**config.mk**
```make
export PLATFORM = sky130hd
export DESIGN_NAME = ffa_queue
export DESIGN_NICKNAME = d
export VERILOG_FILES = /design/src/sv/ffa_pkg.sv /design/src/sv/ffa_queue.sv
export SDC_FILE = /design/constraint.sdc
export NUM_CORES = 1
export LEC_CHECK = 0
export CAP_MARGIN = 20
export CELL_PAD_IN_SITES_DETAIL_PLACEMENT = 0
export CELL_PAD_IN_SITES_GLOBAL_PLACEMENT = 2
export CORE_ASPECT_RATIO = 0.8
export CORE_UTILIZATION = 30
export CTS_BUF_LIST = sky130_fd_sc_hd__clkbuf_4
export DETAILED_ROUTE_END_ITERATION = 8
export DONT_BUFFER_PORTS = 1
export HOLD_SLACK_MARGIN = 0.05
export PLACE_DENSITY = 0.65
export RECOVER_POWER = 25
export SETUP_SLACK_MARGIN = 0.15
export SLEW_MARGIN = 20
export SYNTH_ARGS = -nofsm -noshare
export SYNTH_HDL_FRONTEND = slang
export SYNTH_SLANG_ARGS = --single-unit
export TNS_END_PERCENT = 50
```
**constraint.sdc**
```tcl
create_clock -name clk -period 2.4 [get_ports clk]
set_input_delay 0.24 -clock clk [delete_from_list [all_inputs] [get_ports clk]]
set_output_delay 0.24 -clock clk [all_outputs]
set_load 0.01 [all_outputs]
```
**src/sv/ffa_pkg.sv**
```systemverilog
// Types and constants of the first-fit frame allocator.
`timescale 1ns / 1ps
`default_nettype none
package ffa_pkg;

  localparam int MAX_REGIONS       = 4;
  localparam int FRAMES_PER_REGION = 1024;
  localparam int FRAME_SHIFT       = 12;

  localparam int REG_W  = 2;
  localparam int FRM_W  = 10;
  localparam int LEN_W  = 11;
  localparam int SIZE_W = 23;
  localparam int ADDR_W = REG_W + FRM_W;
  localparam int TOTAL_FRAMES = MAX_REGIONS * FRAMES_PER_REGION;
  localparam int BYTES_W = 32;
  localparam int RAW_W   = BYTES_W + 1 - FRAME_SHIFT;

  localparam logic CMD_ALLOC = 1'b0;
  localparam logic CMD_FREE  = 1'b1;

  typedef struct packed {
    logic        cmd;
    logic [31:0] byte_count;
    logic [1:0]  free_region;
    logic [9:0]  free_frame;
  } in_t;

  typedef struct packed {
    logic        ok;
    logic [1:0]  got_region;
    logic [9:0]  got_frame;
    logic [10:0] frame_total;
    logic [22:0] data_size;
  } out_t;

  typedef enum logic [1:0] {
    OP_FAIL  = 2'd0,
    OP_ALLOC = 2'd1,
    OP_FREE  = 2'd2
  } op_t;

  typedef struct packed {
    op_t              op;
    logic [LEN_W-1:0] frames;
    logic [REG_W-1:0] region;
    logic [FRM_W-1:0] frame;
  } job_t;

  typedef logic [MAX_REGIONS-1:0][LEN_W-1:0] len_vec_t;

endpackage
`default_nettype wire

```
**src/sv/ffa_queue.sv**
```systemverilog
// Two-entry job queue between front end and back end.
`timescale 1ns / 1ps
`default_nettype none
module ffa_queue (
  input  wire logic          clk,
  input  wire logic          rst_n,
  input  wire logic          push,
  input  wire ffa_pkg::job_t din,
  input  wire logic          pop,
  output ffa_pkg::job_t      dout,
  output logic               full,
  output logic               empty
);

  ffa_pkg::job_t mem_r [2];
  logic       wp_r, wp_nxt, rp_r, rp_nxt;
  logic [1:0] cnt_r, cnt_nxt;

  assign full  = cnt_r == 2'd2;
  assign empty = cnt_r == 2'd0;
  assign dout  = mem_r[rp_r];

  always_comb begin
    wp_nxt  = wp_r;
    rp_nxt  = rp_r;
    cnt_nxt = cnt_r;
    if (push) begin
      wp_nxt = !wp_r;
    end
    if (pop) begin
      rp_nxt = !rp_r;
    end
    if (push && !pop) begin
      cnt_nxt = cnt_r + 2'd1;
    end else if (pop && !push) begin
      cnt_nxt = cnt_r - 2'd1;
    end
  end

  always_ff @(posedge clk) begin
    if (!rst_n) begin
      wp_r  <= 1'b0;
      rp_r  <= 1'b0;
      cnt_r <= 2'd0;
    end else begin
      wp_r  <= wp_nxt;
      rp_r  <= rp_nxt;
      cnt_r <= cnt_nxt;
    end
  end

  always_ff @(posedge clk) begin
    if (push) begin
      mem_r[wp_r] <= din;
    end
  end

endmodule
`default_nettype wire

```
==> metrics.md <==
| Metric | Value |
|---|---|
| Most common cell after layout, fill and taps aside | edfxtp_1 |
| Starting density of the core | 31.4% |
| Clock buffer count from CTS | 5 |
| Worst VDD drop | 162 uV |
| Most frequent cells in the layout | edfxtp_1, dlygate4sd3_1, mux2_2, clkbuf_4 |
| Required time worst endpoint | 2.16 ns |
| Slowest-stage cell, CP | mux2_2 |
| Placed instance count | roughly 190 |
| EDFF count, synth | 50 |
| Clk sink count | 55 |
| Share of the synthesized area in the top cell type | 74.3% |
| Fmax | 0.640 GHz |
| Worst-margin pin slew | 0.354 ns |
| Port Buf Inserts | 0 |
| Drt first pass iters | 4 |
| DRC viols | 0 |
| Antenna fix cells | 0 |
| Area leader, netlist | edfxtp_1 |
| Worst setup EP type | primary output |
| Area of the multi-input gates | roughly 400 um^2 |
| FF-to-FF setup slack | ~1.3 ns |
| Layout Skew | 0.00908 ns |
| Skew-Pair Late Insertion Delay | between 0.3 and 0.4 ns |
| Status | complete, no violations |
| Register area | 0.00160 mm^2 |
| Ports | 56 |
| Antenna Nets Post-Route | 0 |
| Gpl congestion | 0.736 |
| Critical path buffers and inverters | 1 |
| Ys async rst share | 0% |
| Die ar. | between 0.007 and 0.008 mm^2 |
| Vias/cell | approximately 4.4 |
| CTS resizes | 0 |
| Final-stage net count | around 170 |
| Post-layout power | around 0.0017 W |
| Post-DP HPWL | between 2 and 2.5 mm |
| First-pass GRT wire length | around 4.9 mm |
| CP peak stage delay | 0.40 ns |
| Drt wl/cell | 14.8 um |
| Ys Warns | 0 |
| Hold crit path type | in -> reg |
| Top delay family on crit path | multiplexers |
| Core area | 0.00644 mm^2 |
| Power Density | 696 mW/mm^2 |
| Syn_nets | 130 |
| Fin Setup TNS | 0 ns |
| Syn-to-layout area delta | 22.0% |
| Largest net degree at the start of global routing | 27 |
| RSZ-0062 raised after global routing | no |
| Fin crit share | 65.1% |
| Clock root buffer | clkbuf_4 |
| Final setup vio count | 0 |
| Largest cells by area after synthesis | edfxtp_1, mux2_2, dfxtp_1 |
| Max_cap viols | 0 |
| Initial antenna violation count | 0 |
| CP cell instances | buf_4 -> mux2_2 |
| Die X | between 90 and 100 um |
| Vias in the first global route | a little over 1,000 |
| Setup crit start kind | register |
| Iter 0 DRT Violations | slightly above 80 |
| Filler cells | 585 |
| CTS tree | built |
| Hold_buf cts | 26 |
| Worst Path Class, Setup | reg -> out |
| Critical path peak fanout | 13 |
| Relative slew slack | 76.4% |
| Combinational Power Share | 11.8% |
| Seq cells post-synth | 55 |
| Total GRT Usage | under 10% |
| Chip Height | approximately 75 um |
| Clk slew on worst S/H paths | 0.14 ns |
| Layout Cells excl Fill | 220 |
| Site row count | 26 |
| Post-synth cell types | 17 |
| P_int | 0.00134 W |
| Mapped Cells | 100 |
| Max Buffers Root-to-Sink | 2 |
| Final Hold Fails | 0 |
| GRT Residual Overflow | 0 |
| Crit path DAT | 1.32 ns |
| Sequential area share after synthesis | between 70% and 80% |
| Sequential share of power | 65.1% |
| Avg Inst Size Synth | 20.2 um^2 |
| Max H-tree Level | 2 |
| Leak pwr | 0.829 nW |
| Final hold slack | 0.0946 ns |
| Switching part of the total | between 20 and 25% |
| Routed wire length | 3.26 mm |
| Fin crit period | between 1.5 and 2 ns |
| Max-slew violation count | 0 |
| Clock power share | 23.1% |
| Dominant synthesized flop cell | edfxtp_1 |
| Post-CTS Setup Bufs | 0 |
| Synth Cell Area | 0.00202 mm^2 |
| Switching pwr | ~0.00038 W |
| Via count | approximately 960 |
| Share of layout cells above drive strength 1 | 29.4% |
==> layer usage <==
layer | vias up | part of all wire (%) | track usage [%]
li1 | 447 | - | -
met1 | 473 | 39 | 9.92
met2 | 35 | 50 | 16.6
met3 | 7 | 8.6 | 3.79
met4 | 0 | 2.1 | 5.64
met5 | - | 0 | 0
==> final cells by class <==
cell class | instances | area share [%]
repair buffers | 31 | 12.1
multi-input cells | 41 | 16.2
well taps | 84 | 4.26
clock inverters | 1 | 0.304
clock buffers | 7 | 2.13
inverters | 1 | 0.152
flip-flops and latches | 55 | 64.9
==> state kept, by name, summed over array words and instances (netlist names), named ones only <==
register / cells
rp_r: 1
mem_r: 50
wp_r: 1
cnt_r: 2
==> per-stage QoR <==
stage / utilization, % / area [um^2] / worst slack, ns
after floorplan: - / 2020 / 0.518
after detailed placement: 33.3 / 2150 / 1.22
final: 38.3 / 2470 / 0.837
after global routing: 38.3 / 2470 / 0.742
after CTS: 38.3 / 2470 / 0.783
after global placement: 33.3 / 2150 / 1.22
==> cell usage after synthesis, drive strengths merged, types with 2 or more instances <==
master	number
xor2	2
and2	4
nor2b	2
dfxtp	5
mux2	25
buf	3
edfxtp	50
==> kinds of logic after synthesis <==
group | synth area share (%)
DFF | 79.2
and+or+nand+nor | 2.78
adders and majority gates | 0.619
muxes | 13.9
xor gates and xnor gates | 1.30
AOI/OAI and AO/OA | 0.990
buffers and inverters | 1.18
==> path summary, 6_finish.rpt <==
path / to / startpoint / depth (start not counted)
setup / recovery: dout[1] / register / 2
hold / removal: wp_r$_SDFFE_PN0P_ / push / 2
setup reg to reg: mem_r[0][23]$_DFFE_PP_ / wp_r$_SDFFE_PN0P_ / 2
hold reg to reg: cnt_r[1]$_SDFFE_PN0P_ / cnt_r[1]$_SDFFE_PN0P_ / 2
==> power groups by stage <==
stage | registers [W] | logic [W] | clock network (W)
after CTS | 0.00112 | 0.000208 | 0.000414
after floorplan | 0.00114 | 0.000136 | 0
after global placement | 0.00114 | 0.000162 | 0
after detailed placement | 0.00114 | 0.000166 | 0
after global routing | 0.00112 | 0.000219 | 0.000456
final | 0.00112 | 0.000203 | 0.000397
Note: power is estimated with default switching activity, not from simulation.
