===== src/sv/ffa_pkg.sv =====
// Types and constants of the first-fit frame allocator.
`timescale 1ns / 1ps
`default_nettype none
package ffa_pkg;

  localparam int MAX_REGIONS       = 4;
  localparam int FRAMES_PER_REGION = 1024;
  localparam int FRAME_SHIFT       = 12;

  localparam int REG_W  = 2;
  localparam int FRM_W  = 10;
  localparam int LEN_W  = 11;
  localparam int SIZE_W = 23;
  localparam int ADDR_W = REG_W + FRM_W;
  localparam int TOTAL_FRAMES = MAX_REGIONS * FRAMES_PER_REGION;
  localparam int BYTES_W = 32;
  localparam int RAW_W   = BYTES_W + 1 - FRAME_SHIFT;

  localparam logic CMD_ALLOC = 1'b0;
  localparam logic CMD_FREE  = 1'b1;

  typedef struct packed {
    logic        cmd;
    logic [31:0] byte_count;
    logic [1:0]  free_region;
    logic [9:0]  free_frame;
  } in_t;

  typedef struct packed {
    logic        ok;
    logic [1:0]  got_region;
    logic [9:0]  got_frame;
    logic [10:0] frame_total;
    logic [22:0] data_size;
  } out_t;

  typedef enum logic [1:0] {
    OP_FAIL  = 2'd0,
    OP_ALLOC = 2'd1,
    OP_FREE  = 2'd2
  } op_t;

  typedef struct packed {
    op_t              op;
    logic [LEN_W-1:0] frames;
    logic [REG_W-1:0] region;
    logic [FRM_W-1:0] frame;
  } job_t;

  typedef logic [MAX_REGIONS-1:0][LEN_W-1:0] len_vec_t;

endpackage
`default_nettype wire


===== src/sv/ffa_front.sv =====
// Front end: accept items and classify them into jobs for the queue.
`timescale 1ns / 1ps
`default_nettype none
module ffa_front (
  input  wire logic         start,
  input  wire logic         busy,
  input  wire ffa_pkg::in_t in_data,
  output logic              push,
  output ffa_pkg::job_t     job
);

  logic [ffa_pkg::BYTES_W:0]    sum;
  logic [ffa_pkg::RAW_W-1:0]    frames_raw;

  assign push       = start && !busy;
  assign sum        = {1'b0, in_data.byte_count}
                    + (ffa_pkg::BYTES_W+1)'((1 << ffa_pkg::FRAME_SHIFT) - 1);
  assign frames_raw = sum[ffa_pkg::BYTES_W:ffa_pkg::FRAME_SHIFT];

  always_comb begin
    job.frames = frames_raw[ffa_pkg::LEN_W-1:0];
    job.region = in_data.free_region;
    job.frame  = in_data.free_frame;
    if (in_data.cmd == ffa_pkg::CMD_FREE) begin
      job.op = ffa_pkg::OP_FREE;
    end else if (frames_raw == '0 ||
                 frames_raw > ffa_pkg::RAW_W'(ffa_pkg::FRAMES_PER_REGION)) begin
      job.op = ffa_pkg::OP_FAIL;
    end else begin
      job.op = ffa_pkg::OP_ALLOC;
    end
  end

endmodule
`default_nettype wire


===== config.mk =====
export PLATFORM = sky130hd
export DESIGN_NAME = ffa_front
export DESIGN_NICKNAME = d
export VERILOG_FILES = /design/src/sv/ffa_pkg.sv /design/src/sv/ffa_front.sv
export SDC_FILE = /design/constraint.sdc
export NUM_CORES = 1
export LEC_CHECK = 0
export ABC_AREA = 1
export ABC_CLOCK_PERIOD_IN_PS = 3260
export BUFFER_PORTS_ARGS = -buffer_cell sky130_fd_sc_hd__buf_2
export CORE_ASPECT_RATIO = 1.4
export CORE_MARGIN = 3
export CORE_UTILIZATION = 50
export DETAILED_ROUTE_END_ITERATION = 8
export PLACE_DENSITY = 0.9
export RECOVER_POWER = 50
export SLEW_MARGIN = 15
export SYNTH_ARGS = -nofsm -noshare
export SYNTH_HDL_FRONTEND = slang
export SYNTH_SLANG_ARGS = --single-unit

===== constraint.sdc =====
create_clock -name vclk -period 3.26
set_clock_uncertainty 0.05 [all_clocks]
set_input_delay 0.489 -clock vclk [all_inputs]
set_output_delay 0.489 -clock vclk [all_outputs]
set_load 0.005 [all_outputs]

==> results of run 1 <==
## power by group
group | switching [mW] | internal, mW
combinational | 0.0700 | 0.0455
clock | 0 | 0
sequential | 0 | 0
total | 0.0700 | 0.0455
## worst max-delay path by stage
stage	startpoint	endpoint	slack [ns]	cells past startpoint
6_report	in_data[17]	job[23]	0.65	15
5_1_grt	in_data[23]	job[23]	0.40	15
4_1_cts	in_data[17]	job[23]	0.67	15
3_5_place_dp	in_data[17]	job[23]	0.67	15
3_3_place_gp	in_data[17]	job[23]	0.72	15
2_1_floorplan	in_data[24]	job[23]	1.12	14
## synthesized netlist by cell type
| master | instances | area (sq um) |
|---|---|---|
| nor2_4 | 3 | 33.8 |
| nor3_1 | 2 | 10.0 |
| nand3_1 | 32 | 160 |
| buf_4 | 14 | 105 |
| nand2_4 | 2 | 22.5 |
| nand3_2 | 4 | 40.0 |
| o21ai_0 | 2 | 10.0 |
| nand4_1 | 10 | 62.6 |
| a21oi_1 | 1 | 5.00 |
| inv_2 | 1 | 3.75 |
| and2_1 | 2 | 12.5 |
| xor2_1 | 1 | 8.76 |
| buf_6 | 2 | 22.5 |
| nand3b_1 | 2 | 15.0 |
| nand2_2 | 8 | 50.1 |
| inv_1 | 39 | 146 |
| nor2_1 | 39 | 146 |
| nor2_2 | 6 | 37.5 |
| nand2_1 | 89 | 334 |
## routing by layer
metal  vias to the layer above  wire length [microns]  global-route usage (%)
li1                        856                      -                       -
met1                       658                   1290                    24.5
met2                        72                   1440                    38.2
met3                         8                    249                    1.11
met4                         0                     66                    5.05
met5                         -                      0                       0
## cells in the final DEF (no fill, tap or decap), types with 3 or more instances in the layout
cell type,Yosys,final
nand3_2,4,4
nand2_1,89,89
nand2_2,8,8
inv_1,39,39
nand3_1,32,32
nor2_1,39,39
nor2_4,3,3
nor2_2,6,6
buf_2,0,49
nand4_1,10,10
## kinds of logic after synthesis
logic type | Yosys count | share of synthesized area [%]
buffers and inverters | 56 | 22.7
xor gates and xnor gates | 1 | 0.714
and+or+nand+nor | 199 | 75.4
AOI/OAI and AO/OA | 3 | 1.22
## area by class of cell
type / count / area share (%)
timing repair buffer: 49 / 17.9
tap: 22 / 2.01
inverter: 40 / 10.9
multi-input combinational: 203 / 69.2
## worst max-delay path: cells and delay by family
family                 cells  cell delay (ns)
AND/OR/NAND/NOR           12             1.28
buffers and inverters      3             0.28
==> impl_metrics.env, run 1 <==
export IMPL_drive_gt1_share_pct=25.0
export IMPL_peakVddDrop_v=0.0000415
export IMPL_start_kind="input pin"
export IMPL_cts_setup_buffers=0
export IMPL_antennaDiodeCount=0
export IMPL_slew_violations=0
export IMPL_avgViaCountPerCell=5.08
export IMPL_port_buffers=49
export IMPL_dr_pass1_iters=5
export IMPL_vias=1594
export IMPL_grt_max_degree=28
export IMPL_seq_area_sq_um=0
export IMPL_whs_path_depth=0
export IMPL_totalWireLength_microns=3050
export IMPL_grt_pass1_vias=1426
export IMPL_dpl_hpwl_microns=2630
export IMPL_ios=73
export IMPL_min_to="job[1]"
export IMPL_status="complete, no violations"
export IMPL_fin_area_sq_um=1370
export IMPL_cpMostUsedCell="nand2_1"
export IMPL_setup_viol=0
export IMPL_slowest_delay_ns=0.18
export IMPL_hp_class="in -> out"
export IMPL_p_total_mw=0.115
export IMPL_area_growth_pct=11.8
export IMPL_dp_cells=314
export IMPL_seq_area_frac_synth_pct=0
export IMPL_gp_congestion=0.947
export IMPL_min_period_ns=2.61
export IMPL_yosysWarnings=0
export IMPL_final_util_pct=60.9
export IMPL_min_delay_start="in_data[1]"
export IMPL_powerDensity_nw_per_um2=84.2
export IMPL_cts_repair_resized=0
export IMPL_worst_pin_slew_ns=0.366
export IMPL_grt_total_usage_pct=20.8
export IMPL_fmax_mhz=383
export IMPL_antenna_left=0
export IMPL_end_kind="primary output"
export IMPL_whs_ns=0.928
export IMPL_drc=0
export IMPL_core_sq_um=2250
export IMPL_ys_types=19
export IMPL_routedWlPerCell_microns=9.70
export IMPL_required_ns=2.72
export IMPL_period_share_pct=80.0
export IMPL_drt_initial_drc_count=53
export IMPL_antenna_found_initial=0
export IMPL_cp_cell_sequence="buf_2, nor2_1, nand2_1, nor2_4, nand2_4, nand2_1, inv_1, nand2_1, nand2_1, nand2_1, nand3_1, nor2_1, nand2_1, nor2_2, buf_2"
export IMPL_seq_cell_count=0
export IMPL_finalWorstSetupSlack_ns=0.652
export IMPL_syn_inst=259
export IMPL_dieArea_sq_um=3090
export IMPL_critPathKind="in -> out"
export IMPL_slew_headroom_pct=75.5
export IMPL_cap_violations=0
export IMPL_rsz0062_at_grt="false"
export IMPL_finalNonFillerCells=314
export IMPL_dpl_cell_area_sq_um=1370
export IMPL_syn_nets=306
export IMPL_grt_overflow=0
export IMPL_critPathMaxFanout=27
export IMPL_synthesis_area_sq_um=1230
export IMPL_p_leak_nw=0.820
export IMPL_syn_avg_cell_area_sq_um=4.73
export IMPL_final_setup_tns_ns=0
export IMPL_grt_pass1_wl_microns=5180
export IMPL_slowest_stage="nand2_4"
export IMPL_rows=20
export IMPL_clkbuf_count=0
export IMPL_final_nets=341
export IMPL_arrival_ns=2.07
export IMPL_initial_core_util_pct=54.4
export IMPL_fillCellCount=242
export IMPL_die_y_microns=64.6
export IMPL_post_place_ws_ns=0.673
export IMPL_postCtsHoldBufs=0
export IMPL_hold_viol=0
export IMPL_multi_input_area_sq_um=948
export IMPL_die_w_microns=47.9
Note: power is estimated with default switching activity, not from simulation.
==> inputs of run 2 (changes only) <==
Settings changed: ABC_CLOCK_PERIOD_IN_PS 3260 to 2600, CORE_UTILIZATION 50 to 47, PLACE_DENSITY 0.9 to 0.86.
Clock period 3.26 ns to 2.6 ns, I/O delays scaled along.
==> impl_metrics.env, run 2 (synthesis results as in run 1) <==
export IMPL_status="complete, no violations"
export IMPL_arrival_ns=1.92
export IMPL_hp_class="in -> out"
export IMPL_p_seq_share_pct=0
export IMPL_min_period_ns=2.36
export IMPL_setup_viol=0
export IMPL_grt_max_degree=28
export IMPL_slew_headroom_pct=81.0
export IMPL_seq_area_sq_um=0
export IMPL_peakVddDrop_v=0.0000491
export IMPL_clockPowerShare_pct=0
export IMPL_die_y_microns=66.4
export IMPL_grt_pass1_vias=1400
export IMPL_avgViaCountPerCell=4.97
export IMPL_final_nets=341
export IMPL_finalNonFillerCells=326
export IMPL_fmax_mhz=423
export IMPL_m1WireLength_microns=1270
export IMPL_drc=0
export IMPL_dr_pass1_iters=4
export IMPL_postCtsHoldBufs=0
export IMPL_worst_pin_slew_ns=0.284
export IMPL_area_growth_pct=14.0
export IMPL_required_ns=2.16
export IMPL_grt_total_usage_pct=18.4
export IMPL_p_leak_nw=0.805
export IMPL_wl_met2_microns=1620
export IMPL_vias=1619
export IMPL_routedWlPerCell_microns=9.59
export IMPL_antenna_left=0
export IMPL_ios=73
export IMPL_startpoint="in_data[23]"
export IMPL_min_delay_start="in_data[10]"
export IMPL_clkbuf_count=0
export IMPL_start_kind="input pin"
export IMPL_critPathMaxFanout=27
export IMPL_gp_congestion=0.919
export IMPL_slew_violations=0
export IMPL_end_kind="primary output"
export IMPL_seq_cell_count=0
export IMPL_die_w_microns=49.2
export IMPL_p_total_mw=0.146
export IMPL_grt_overflow=0
export IMPL_p_int_mw=0.0572
export IMPL_combPwrFrac_pct=100.0
export IMPL_dieArea_sq_um=3270
export IMPL_dp_cells=326
export IMPL_layout_common_cells="nand2_1, buf_2, nor2_1, inv_1, nand3_1"
export IMPL_antennaDiodeCount=0
export IMPL_rows=21
export IMPL_antenna_found_initial=0
export IMPL_multi_input_area_sq_um=960
export IMPL_port_buffers=49
export IMPL_fillCellCount=282
export IMPL_initial_core_util_pct=50.2
export IMPL_drive_gt1_share_pct=25.3
export IMPL_hold_viol=0
export IMPL_min_to="job[10]"
export IMPL_dpl_hpwl_microns=2700
export IMPL_drt_initial_drc_count=48
export IMPL_grt_pass1_wl_microns=5110
export IMPL_switchingPower_mw=0.0889
export IMPL_cts_setup_buffers=0
export IMPL_powerDensity_nw_per_um2=105
export IMPL_whs_path_depth=0
export IMPL_critPathKind="in -> out"
export IMPL_p_sw_share_pct=60.9
export IMPL_top_layer="met4"
export IMPL_core_sq_um=2440
export IMPL_layout_commonest_cell="nand2_1"
export IMPL_totalWireLength_microns=3130
export IMPL_period_share_pct=90.9
export IMPL_wl_met3_microns=197
export IMPL_cap_violations=0
==> run 2: cell types whose count changed in the layout (fill, tap and decap cells not counted) <==
| cell | delta |
|---|---|
| nand2_2 | +1 |
| nand2_8 | +1 |
| nand2_1 | -1 |
| nand2_4 | -1 |
==> run 2: how the worst max path moves through the flow <==
stage / depth (start not counted) / endpoint
floorplan: 14 / job[23]
global placement: 15 / job[23]
detailed placement: 15 / job[23]
CTS: 15 / job[23]
global route: 15 / job[23]
finish: 15 / job[23]
==> run 2: what timing repair did <==
action,CTS,global route
gates resized for setup,0,2
hold endpoints to repair,0,0
setup endpoints to repair,0,1
==> run 2: stage by stage <==
stage	setup WS (ns)	instance area (sq um)	util, %	hold WS, ns	TNS, ns
floorplan	0.661	1230	-	0.761	0
global placement	0.228	1390	56.7	0.730	0
detailed placement	0.200	1390	56.7	0.730	0
CTS	0.190	1390	56.7	0.730	0
global route	-0.00587	1400	57.2	0.730	-0.00587
finish	0.238	1400	57.2	0.730	0
==> run 2: area by class of cell <==
type	count	share of cell area (%)
Inverter	40	10.7
Multi-Input combinational cell	203	68.7
Tap cell	34	3.04
Timing Repair Buffer	49	17.5
==> run 2: power groups by stage <==
stage	combinational (mW)	clock [mW]	sequential (mW)
after global routing	0.166	0	0
final	0.146	0	0
after floorplan	0.0952	0	0
after detailed placement	0.145	0	0
after CTS	0.145	0	0
after global placement	0.143	0	0
==> run 2: layer usage <==
layer | vias up | track usage, %
met5 | - | 0
met4 | 0 | 4.98
met3 | 10 | 1.81
met2 | 58 | 38.6
met1 | 690 | 18.5
li1 | 861 | -
==> run 2: critical path, stage by stage <==
cell	delay, ns
buf_2	0.12
nor2_2	0.16
nand2_2	0.09
nor2_4	0.17
nand2_8	0.15
nand2_2	0.12
inv_1	0.05
nand2_1	0.05
nand2_1	0.05
nand2_1	0.06
nand3_1	0.09
nor2_1	0.15
nand2_1	0.08
nor2_2	0.09
buf_2	0.10
